### src/rtl/mto_pkg.sv
// ----------------------------------------------------------------------------
// Matrix traversal order engine package
// Shared constants, codes and types of the traversal order engine.
// ----------------------------------------------------------------------------
package mto_pkg;

  localparam int MAX_ROWS    = 8;
  localparam int MAX_COLUMNS = 8;
  localparam int STORE_DEPTH = MAX_ROWS * MAX_COLUMNS;
  localparam int ADDR_W      = $clog2(STORE_DEPTH);
  localparam int CNT_W       = ADDR_W + 1;
  localparam int DIM_W       = 4;
  localparam int POS_W       = 3;
  localparam int DATA_W      = 32;
  localparam int MODE_W      = 2;
  localparam int IDX_W       = 2;
  localparam int OUT_TDATA_W = 40;

  localparam logic [MODE_W-1:0] MODE_SNAKE  = 2'd0;
  localparam logic [MODE_W-1:0] MODE_DIAG   = 2'd1;
  localparam logic [MODE_W-1:0] MODE_SPIRAL = 2'd2;

  localparam logic [IDX_W-1:0] REG_ROW_COUNT    = 2'd0;
  localparam logic [IDX_W-1:0] REG_COLUMN_COUNT = 2'd1;
  localparam logic [IDX_W-1:0] REG_ORDER_MODE   = 2'd2;

  typedef enum logic [1:0] {
    ST_LOAD,
    ST_READ,
    ST_SHOW
  } state_t;

  typedef enum logic [1:0] {
    DIR_RIGHT,
    DIR_DOWN,
    DIR_LEFT,
    DIR_UP
  } dir_t;

  typedef struct packed {
    logic start;
    logic advance;
  } walk_ctl_t;

  typedef struct packed {
    logic [POS_W-1:0] row;
    logic [POS_W-1:0] col;
    logic             last;
  } walk_sts_t;

  function automatic logic [DIM_W-1:0] clamp_dim(input logic [DIM_W-1:0] v,
                                                  input logic [DIM_W-1:0] max_v);
    logic [DIM_W-1:0] res;
    if (v == '0) begin
      res = DIM_W'(1);
    end else if (v > max_v) begin
      res = max_v;
    end else begin
      res = v;
    end
    return res;
  endfunction

endpackage

### src/rtl/mto_store.sv
// ----------------------------------------------------------------------------
// Matrix element store
// Single write port, single registered read port holding the loaded elements.
// ----------------------------------------------------------------------------
module mto_store (
  input  logic                       clk,
  input  logic                       wr_en,
  input  logic [mto_pkg::ADDR_W-1:0] wr_addr,
  input  logic [mto_pkg::DATA_W-1:0] wr_data,
  input  logic                       rd_en,
  input  logic [mto_pkg::ADDR_W-1:0] rd_addr,
  output logic [mto_pkg::DATA_W-1:0] rd_data
);
  import mto_pkg::*;

  logic [DATA_W-1:0] mem [STORE_DEPTH];
  logic [DATA_W-1:0] rd_data_r;

  always_ff @(posedge clk) begin
    if (wr_en) begin
      mem[wr_addr] <= wr_data;
    end
  end

  always_ff @(posedge clk) begin
    if (rd_en) begin
      rd_data_r <= mem[rd_addr];
    end
  end

  assign rd_data = rd_data_r;

endmodule

### src/rtl/mto_walk.sv
// ----------------------------------------------------------------------------
// Traversal coordinate walker
// Steps a row and column position through snake, anti-diagonal or spiral order.
// ----------------------------------------------------------------------------
module mto_walk (
  input  logic                       clk,
  input  logic                       rst_n,
  input  mto_pkg::walk_ctl_t         ctl,
  input  logic [mto_pkg::MODE_W-1:0] mode,
  input  logic [mto_pkg::POS_W-1:0]  rows_m1,
  input  logic [mto_pkg::POS_W-1:0]  cols_m1,
  input  logic [mto_pkg::ADDR_W-1:0] last_idx,
  output mto_pkg::walk_sts_t         sts
);
  import mto_pkg::*;

  logic [POS_W-1:0]  row_r, row_nxt;
  logic [POS_W-1:0]  col_r, col_nxt;
  logic [POS_W-1:0]  top_r, top_nxt;
  logic [POS_W-1:0]  bottom_r, bottom_nxt;
  logic [POS_W-1:0]  left_r, left_nxt;
  logic [POS_W-1:0]  right_r, right_nxt;
  dir_t              dir_r, dir_nxt;
  logic [ADDR_W-1:0] step_r, step_nxt;
  logic [POS_W:0]    diag_sum;

  always_ff @(posedge clk) begin
    if (!rst_n) begin
      row_r    <= '0;
      col_r    <= '0;
      top_r    <= '0;
      bottom_r <= '0;
      left_r   <= '0;
      right_r  <= '0;
      dir_r    <= DIR_RIGHT;
      step_r   <= '0;
    end else begin
      row_r    <= row_nxt;
      col_r    <= col_nxt;
      top_r    <= top_nxt;
      bottom_r <= bottom_nxt;
      left_r   <= left_nxt;
      right_r  <= right_nxt;
      dir_r    <= dir_nxt;
      step_r   <= step_nxt;
    end
  end

  always_comb begin
    row_nxt    = row_r;
    col_nxt    = col_r;
    top_nxt    = top_r;
    bottom_nxt = bottom_r;
    left_nxt   = left_r;
    right_nxt  = right_r;
    dir_nxt    = dir_r;
    step_nxt   = step_r;
    diag_sum   = {1'b0, row_r} + {1'b0, col_r} + (POS_W+1)'(1);
    if (ctl.start) begin
      row_nxt    = '0;
      col_nxt    = '0;
      top_nxt    = '0;
      bottom_nxt = rows_m1;
      left_nxt   = '0;
      right_nxt  = cols_m1;
      dir_nxt    = DIR_RIGHT;
      step_nxt   = '0;
    end else if (ctl.advance) begin
      step_nxt = step_r + ADDR_W'(1);
      unique case (mode)
        MODE_SNAKE: begin
          if (!row_r[0]) begin
            if (col_r == cols_m1) begin
              row_nxt = row_r + POS_W'(1);
            end else begin
              col_nxt = col_r + POS_W'(1);
            end
          end else begin
            if (col_r == '0) begin
              row_nxt = row_r + POS_W'(1);
            end else begin
              col_nxt = col_r - POS_W'(1);
            end
          end
        end
        MODE_DIAG: begin
          if (row_r < cols_m1 && col_r != '0) begin
            row_nxt = row_r + POS_W'(1);
            col_nxt = col_r - POS_W'(1);
          end else if (diag_sum <= {1'b0, cols_m1}) begin
            row_nxt = '0;
            col_nxt = diag_sum[POS_W-1:0];
          end else begin
            row_nxt = POS_W'(diag_sum - {1'b0, cols_m1});
            col_nxt = cols_m1;
          end
        end
        default: begin
          unique case (dir_r)
            DIR_RIGHT: begin
              if (col_r < right_r) begin
                col_nxt = col_r + POS_W'(1);
              end else begin
                top_nxt = top_r + POS_W'(1);
                dir_nxt = DIR_DOWN;
                row_nxt = row_r + POS_W'(1);
              end
            end
            DIR_DOWN: begin
              if (row_r < bottom_r) begin
                row_nxt = row_r + POS_W'(1);
              end else begin
                right_nxt = right_r - POS_W'(1);
                dir_nxt   = DIR_LEFT;
                col_nxt   = col_r - POS_W'(1);
              end
            end
            DIR_LEFT: begin
              if (col_r > left_r) begin
                col_nxt = col_r - POS_W'(1);
              end else begin
                bottom_nxt = bottom_r - POS_W'(1);
                dir_nxt    = DIR_UP;
                row_nxt    = row_r - POS_W'(1);
              end
            end
            default: begin
              if (row_r > top_r) begin
                row_nxt = row_r - POS_W'(1);
              end else begin
                left_nxt = left_r + POS_W'(1);
                dir_nxt  = DIR_RIGHT;
                col_nxt  = col_r + POS_W'(1);
              end
            end
          endcase
        end
      endcase
    end
  end

  assign sts.row  = row_r;
  assign sts.col  = col_r;
  assign sts.last = (step_r == last_idx);

endmodule

### src/rtl/matrix_traversal_order_engine_top.sv
// ----------------------------------------------------------------------------
// Matrix traversal order engine
// Loads a matrix row by row and replays it in snake, anti-diagonal or
// clockwise spiral order.
// ----------------------------------------------------------------------------
// The input stream carries one signed 32-bit element per transaction in
// row-major order, and in_tready stays high while loading. The transaction
// that completes the matrix starts a replay, and in_tready stays low until
// the last element of that replay has been taken on the output stream.
// Each output element passes through the read state, which reads the
// element store at the walker position, and then the show state, which
// presents it; the walker steps when the element is taken.
// A receiver stall simply holds the presented element until out_tready.
// Diagonal order on a non-square matrix, and the unused mode code, complete
// the load without any output.
// The configuration port writes row_count, column_count and order_mode and
// must only be used while the engine is idle. Reset restores an 8 by 8 matrix
// in snake order and restarts loading at the first element; the element store
// itself is not cleared.
// ----------------------------------------------------------------------------
module matrix_traversal_order_engine_top (
  input  logic                            clk,
  input  logic                            rst_n,
  input  logic                            in_tvalid,
  output logic                            in_tready,
  input  logic [mto_pkg::DATA_W-1:0]      in_tdata,   // [31:0] element_value
  output logic                            out_tvalid,
  input  logic                            out_tready,
  output logic [mto_pkg::OUT_TDATA_W-1:0] out_tdata,  // [31:0] out_value,
                                                      // [34:32] out_row,
                                                      // [37:35] out_column
  output logic                            out_tlast,
  input  logic                            cfg_we,
  input  logic [mto_pkg::IDX_W-1:0]       cfg_index,
  input  logic [mto_pkg::DIM_W-1:0]       cfg_wdata
);
  import mto_pkg::*;

  state_t            state_r, state_nxt;
  logic [DIM_W-1:0]  row_count_r;
  logic [DIM_W-1:0]  column_count_r;
  logic [MODE_W-1:0] order_mode_r;
  logic [CNT_W-1:0]  load_count_r, load_count_nxt;

  logic [DIM_W-1:0]  rows;
  logic [DIM_W-1:0]  cols;
  logic [CNT_W-1:0]  total;
  logic [CNT_W-1:0]  load_pos;
  logic [CNT_W-1:0]  load_cnt;
  logic              in_fire;
  logic              out_fire;
  logic              replay_on;
  logic [ADDR_W-1:0] rd_addr;
  logic [DATA_W-1:0] rd_data;
  walk_ctl_t         walk_ctl;
  walk_sts_t         walk_sts;

  assign rows  = clamp_dim(row_count_r, DIM_W'(MAX_ROWS));
  assign cols  = clamp_dim(column_count_r, DIM_W'(MAX_COLUMNS));
  assign total = CNT_W'(rows) * CNT_W'(cols);

  assign in_fire  = in_tvalid && in_tready;
  assign out_fire = out_tvalid && out_tready;
  assign load_pos = (load_count_r >= total) ? '0 : load_count_r;
  assign load_cnt = load_pos + CNT_W'(1);

  assign replay_on = (order_mode_r == MODE_SNAKE) || (order_mode_r == MODE_SPIRAL) ||
                     ((order_mode_r == MODE_DIAG) && (rows == cols));

  always_ff @(posedge clk) begin
    if (!rst_n) begin
      row_count_r    <= DIM_W'(MAX_ROWS);
      column_count_r <= DIM_W'(MAX_COLUMNS);
      order_mode_r   <= MODE_SNAKE;
    end else if (cfg_we) begin
      unique case (cfg_index)
        REG_ROW_COUNT:    row_count_r    <= cfg_wdata;
        REG_COLUMN_COUNT: column_count_r <= cfg_wdata;
        REG_ORDER_MODE:   order_mode_r   <= cfg_wdata[MODE_W-1:0];
        default: ;
      endcase
    end
  end

  always_ff @(posedge clk) begin
    if (!rst_n) begin
      state_r      <= ST_LOAD;
      load_count_r <= '0;
    end else begin
      state_r      <= state_nxt;
      load_count_r <= load_count_nxt;
    end
  end

  always_comb begin
    state_nxt        = state_r;
    load_count_nxt   = load_count_r;
    walk_ctl.start   = 1'b0;
    walk_ctl.advance = 1'b0;
    in_tready        = 1'b0;
    out_tvalid       = 1'b0;
    unique case (state_r)
      ST_LOAD: begin
        in_tready = 1'b1;
        if (in_fire) begin
          if (load_cnt < total) begin
            load_count_nxt = load_cnt;
          end else begin
            load_count_nxt = '0;
            if (replay_on) begin
              walk_ctl.start = 1'b1;
              state_nxt      = ST_READ;
            end
          end
        end
      end
      ST_READ: begin
        state_nxt = ST_SHOW;
      end
      ST_SHOW: begin
        out_tvalid = 1'b1;
        if (out_fire) begin
          if (walk_sts.last) begin
            state_nxt = ST_LOAD;
          end else begin
            walk_ctl.advance = 1'b1;
            state_nxt        = ST_READ;
          end
        end
      end
      default: state_nxt = ST_LOAD;
    endcase
  end

  assign rd_addr = ADDR_W'(ADDR_W'(walk_sts.row) * ADDR_W'(cols)) + ADDR_W'(walk_sts.col);

  mto_store u_store (
    .clk     (clk),
    .wr_en   (in_fire),
    .wr_addr (load_pos[ADDR_W-1:0]),
    .wr_data (in_tdata),
    .rd_en   (state_r == ST_READ),
    .rd_addr (rd_addr),
    .rd_data (rd_data)
  );

  mto_walk u_walk (
    .clk      (clk),
    .rst_n    (rst_n),
    .ctl      (walk_ctl),
    .mode     (order_mode_r),
    .rows_m1  (POS_W'(rows - DIM_W'(1))),
    .cols_m1  (POS_W'(cols - DIM_W'(1))),
    .last_idx (ADDR_W'(total - CNT_W'(1))),
    .sts      (walk_sts)
  );

  assign out_tdata = {2'b00, walk_sts.col, walk_sts.row, rd_data};
  assign out_tlast = walk_sts.last;

endmodule

### config.mk
export PLATFORM = sky130hd
export DESIGN_NAME = matrix_traversal_order_engine_top
export DESIGN_NICKNAME = d
export VERILOG_FILES = /design/src/rtl/mto_pkg.sv /design/src/rtl/mto_store.sv /design/src/rtl/mto_walk.sv /design/src/rtl/matrix_traversal_order_engine_top.sv
export SDC_FILE = /design/constraint.sdc
export NUM_CORES = 2
export LEC_CHECK = 0
export BUFFER_PORTS_ARGS = -buffer_cell sky130_fd_sc_hd__buf_2
export CORE_ASPECT_RATIO = 0.7
export CORE_UTILIZATION = 50
export DETAILED_ROUTE_END_ITERATION = 8
export GPL_TIMING_DRIVEN = 0
export HOLD_SLACK_MARGIN = 0.03
export PLACE_DENSITY = 0.67
export SETUP_SLACK_MARGIN = 0.02
export SYNTH_ARGS = -nofsm -noshare
export SYNTH_HDL_FRONTEND = slang
export SYNTH_HIERARCHICAL = 1
export SYNTH_SLANG_ARGS = --single-unit
### constraint.sdc
create_clock -name clk -period 8 [get_ports clk]
set_input_delay 2 -clock clk [delete_from_list [all_inputs] [get_ports clk]]
set_output_delay 2 -clock clk [all_outputs]
set_load 0.05 [all_outputs]
==> out/results.ini <==
[clock_network]
cts_max_level = 4
holdBufCountCts = 0
cts_made_buffers = 194
clk_pin_slew_ns = 0.07
clock-sinks = 2125
cts_tree = yes
post-cts-setup-buffers = 0
cts_buffer_depth = 3
clk_latency_ns = 0.83
cts_root_buffer = clkbuf_16

[min_path]
hp-class = reg -> reg

[global_route]
grt_max_degree = 65
grt_antenna_before_repair = 13
gr-total-overflow = 0
grt_pass1_wl_mm = 339
grtUsageTotal = 0.289
grt_pass1_vias = 43320

[final_layout]
stdcell_area_sq_um = 95700
final_core_util = 0.575
drive_gt1_frac = 0.241
area_delta_synth_final_pct = 13.8
n_fill_cell = 12086
fin_nets = 4570

[synthesis]
synth_most_common_cell = edfxtp_1
synthFlopType = edfxtp_1
synthTopCellsByArea = edfxtp_1 (74%), mux4_2 (12%), mux2i_1 (2.5%)
synthArstFlopShare = 0
synth_edf_count = 2080
ys_warn_count = 6
synthCells = 4091
avgSynthCellArea_sq_um = 20.6
synth_largest_area_cell = edfxtp_1
netlist_area_sq_um = 84100
ys_seq_elements = 2125
synth.top_cell.area_share = 0.743
seq_area_frac_synth = 0.753
synth_cell_types = 85
synthTopCellsByCount = edfxtp_1 (2,080), mux4_2 (446), mux2i_1 (208), nor2_1 (134), a22oi_1 (127)

[sta]
rsz0062_at_grt = no
skew_ns = 0.0354
fin_ws_ns = 0.261
max-slew-margin-rel = -0.0115
period_needed_ns = 7.74
setup-violations-final = 0
fmax_mhz = 129
hold_viol_final = 0
setup_tns_ns = 0
worst_slew_pin_slew_ns = 1.52
finalCritPeriodShare = 0.967
finalMaxSlewViolations = 11

[setup_path]
critPathLaunchType = flip-flop
cp-end-kind = flip-flop
reg2reg_setup_slack_ns = 0.26
worst-path-max-fanout = 10
arrival_ns = 8.38
required_ns = 8.64
path_class = reg -> reg

[routing]
final_antenna_net_count = 0
num_vias = 45666
wl_per_cell_um = 36.0
dr.first_iter.drc_count = 7245
wirelength_mm = 246
avgViaCountPerCell = 6.68
drc = 10
drtPass1Iterations = 9

[placement]
place_congestion = 0.861
place_hpwl_mm = 163
place_ws_ns = 0.523
place_area_sq_um = 89400
port_buffers = 83

[run_status]
status = complete, but fails checks
failed_checks = design-rule violations, max-capacitance violations, max-slew violations

[floorplan]
io_pins = 86
initial_utilization = 0.505
fp.dieH_um = 345
std_cell_rows = 125
die_w_um = 492
dieArea_sq_um = 170000
coreArea_sq_um = 166000

[pwr]
power_switching_w = 0.00463
power.density_nw_per_um2 = 232
swShare = 0.208
p_leak_nw = 29.4
power.share.sequential = 0.553
comb_power_share = 0.030
p_int_w = 0.0176
pwr-share-clk = 0.417
ir_worst_vdd_v = 0.000201

[job]
maxCapViolCount = 1

==> placed cells by master (no fill, tap or decap), types with 50 or more instances in the layout <==
cell,n
clkbuf_1,126
mux2i_1,208
mux4_2,446
buf_2,137
buf_12,64
nand3_1,57
clkbuf_16,199
o21ai_0,50
edfxtp_1,2080
nand2_1,76
nor2_1,66
nor2_4,64
inv_1,55
ha_1,69
a22oi_1,127
==> timing repair <==
item,CTS,global route
endpoints found under the hold margin,0,0
endpoints found under the setup margin,0,11
resized for setup,0,3
==> cell type report <==
type	count	area, sq um	area share
repair buffers	160	2070	0.0217
flip-flops and latches	2125	63400	0.662
plain buffers	224	1370	0.0143
clock buffers	242	5160	0.0539
diodes	3	7.51	0.0000784
well taps	2222	2780	0.0290
multi-input cells	1688	19700	0.206
clock inverters	116	1100	0.0115
inverters	55	206	0.00216
==> logic make-up after synthesis <==
| logic type | count (synthesis) | share of synthesized area |
|---|---|---|
| XOR/XNOR | 48 | 0.00518 |
| buffers and inverters | 279 | 0.0188 |
| other | 1 | 0.0000446 |
| AND/OR/NAND/NOR | 434 | 0.0258 |
| adder cells (fa/ha/maj) | 79 | 0.0126 |
| multiplexers | 655 | 0.144 |
| AO/OA/AOI/OAI | 470 | 0.0400 |
| flip-flops | 2125 | 0.753 |
==> registers in the layout, summed over array words and instances, names as in the netlist <==
name / count
u_store/mem: 2048
u_store/rd_data: 32
load_count_r: 7
u_walk/step_r: 6
column_count_r: 4
row_count_r: 4
u_walk/bottom_r: 3
u_walk/col_r: 3
u_walk/left_r: 3
u_walk/right_r: 3
u_walk/row_r: 3
u_walk/top_r: 3
order_mode_r: 2
state_r: 2
u_walk/dir_r: 2
==> layer usage <==
layer,GRT usage,part of all wire,vias to the layer above
met5,0,0.00024,-
met1,0.441,0.40,24021
met4,0.0766,0.029,8
li1,-,-,17748
met3,0.106,0.16,452
met2,0.390,0.41,3437
==> critical path, cell delays in order, from the launching register on <==
cell      delay, ns
dfxtp_1        0.33
clkbuf_1       0.35
nor2b_1        0.09
clkbuf_1       0.20
and2_1         0.22
fa_1           0.50
inv_1          0.05
fa_1           0.50
inv_1          0.07
fa_1           0.48
xor2_1         0.58
buf_2          0.48
clkbuf_1       1.15
clkbuf_1       0.79
a211oi_1       0.18
o21ai_0        1.17
and3_1         0.39
==> worst paths after layout <==
check	start	end	cells after the start
setup / recovery	column_count_r[3]	u_store/rd_data[13]	16
hold / removal	u_walk/step_r[5]	u_walk/step_r[5]	2
setup reg to reg	column_count_r[3]	u_store/rd_data[13]	16
hold reg to reg	u_walk/step_r[5]	u_walk/step_r[5]	2
==> metrics by stage <==
step	hold slack, ns	instances	power, W
finish	0.515	6835	0.0222
global route	0.550	6833	0.0227
CTS	0.518	6831	0.0223
detailed placement	0.505	6473	0.0132
global placement	0.496	6397	0.0131
floorplan	0.470	4092	0.0128
==> power by group through the flow <==
stage	clock [W]	sequential, W	combinational, W
after floorplan	0	0.0125	0.000275
after global routing	0.00976	0.0123	0.000700
after global placement	0	0.0125	0.000619
final	0.00926	0.0123	0.000667
after detailed placement	0	0.0125	0.000656
after CTS	0.00934	0.0123	0.000657
Note: power is estimated with default switching activity, not from simulation.
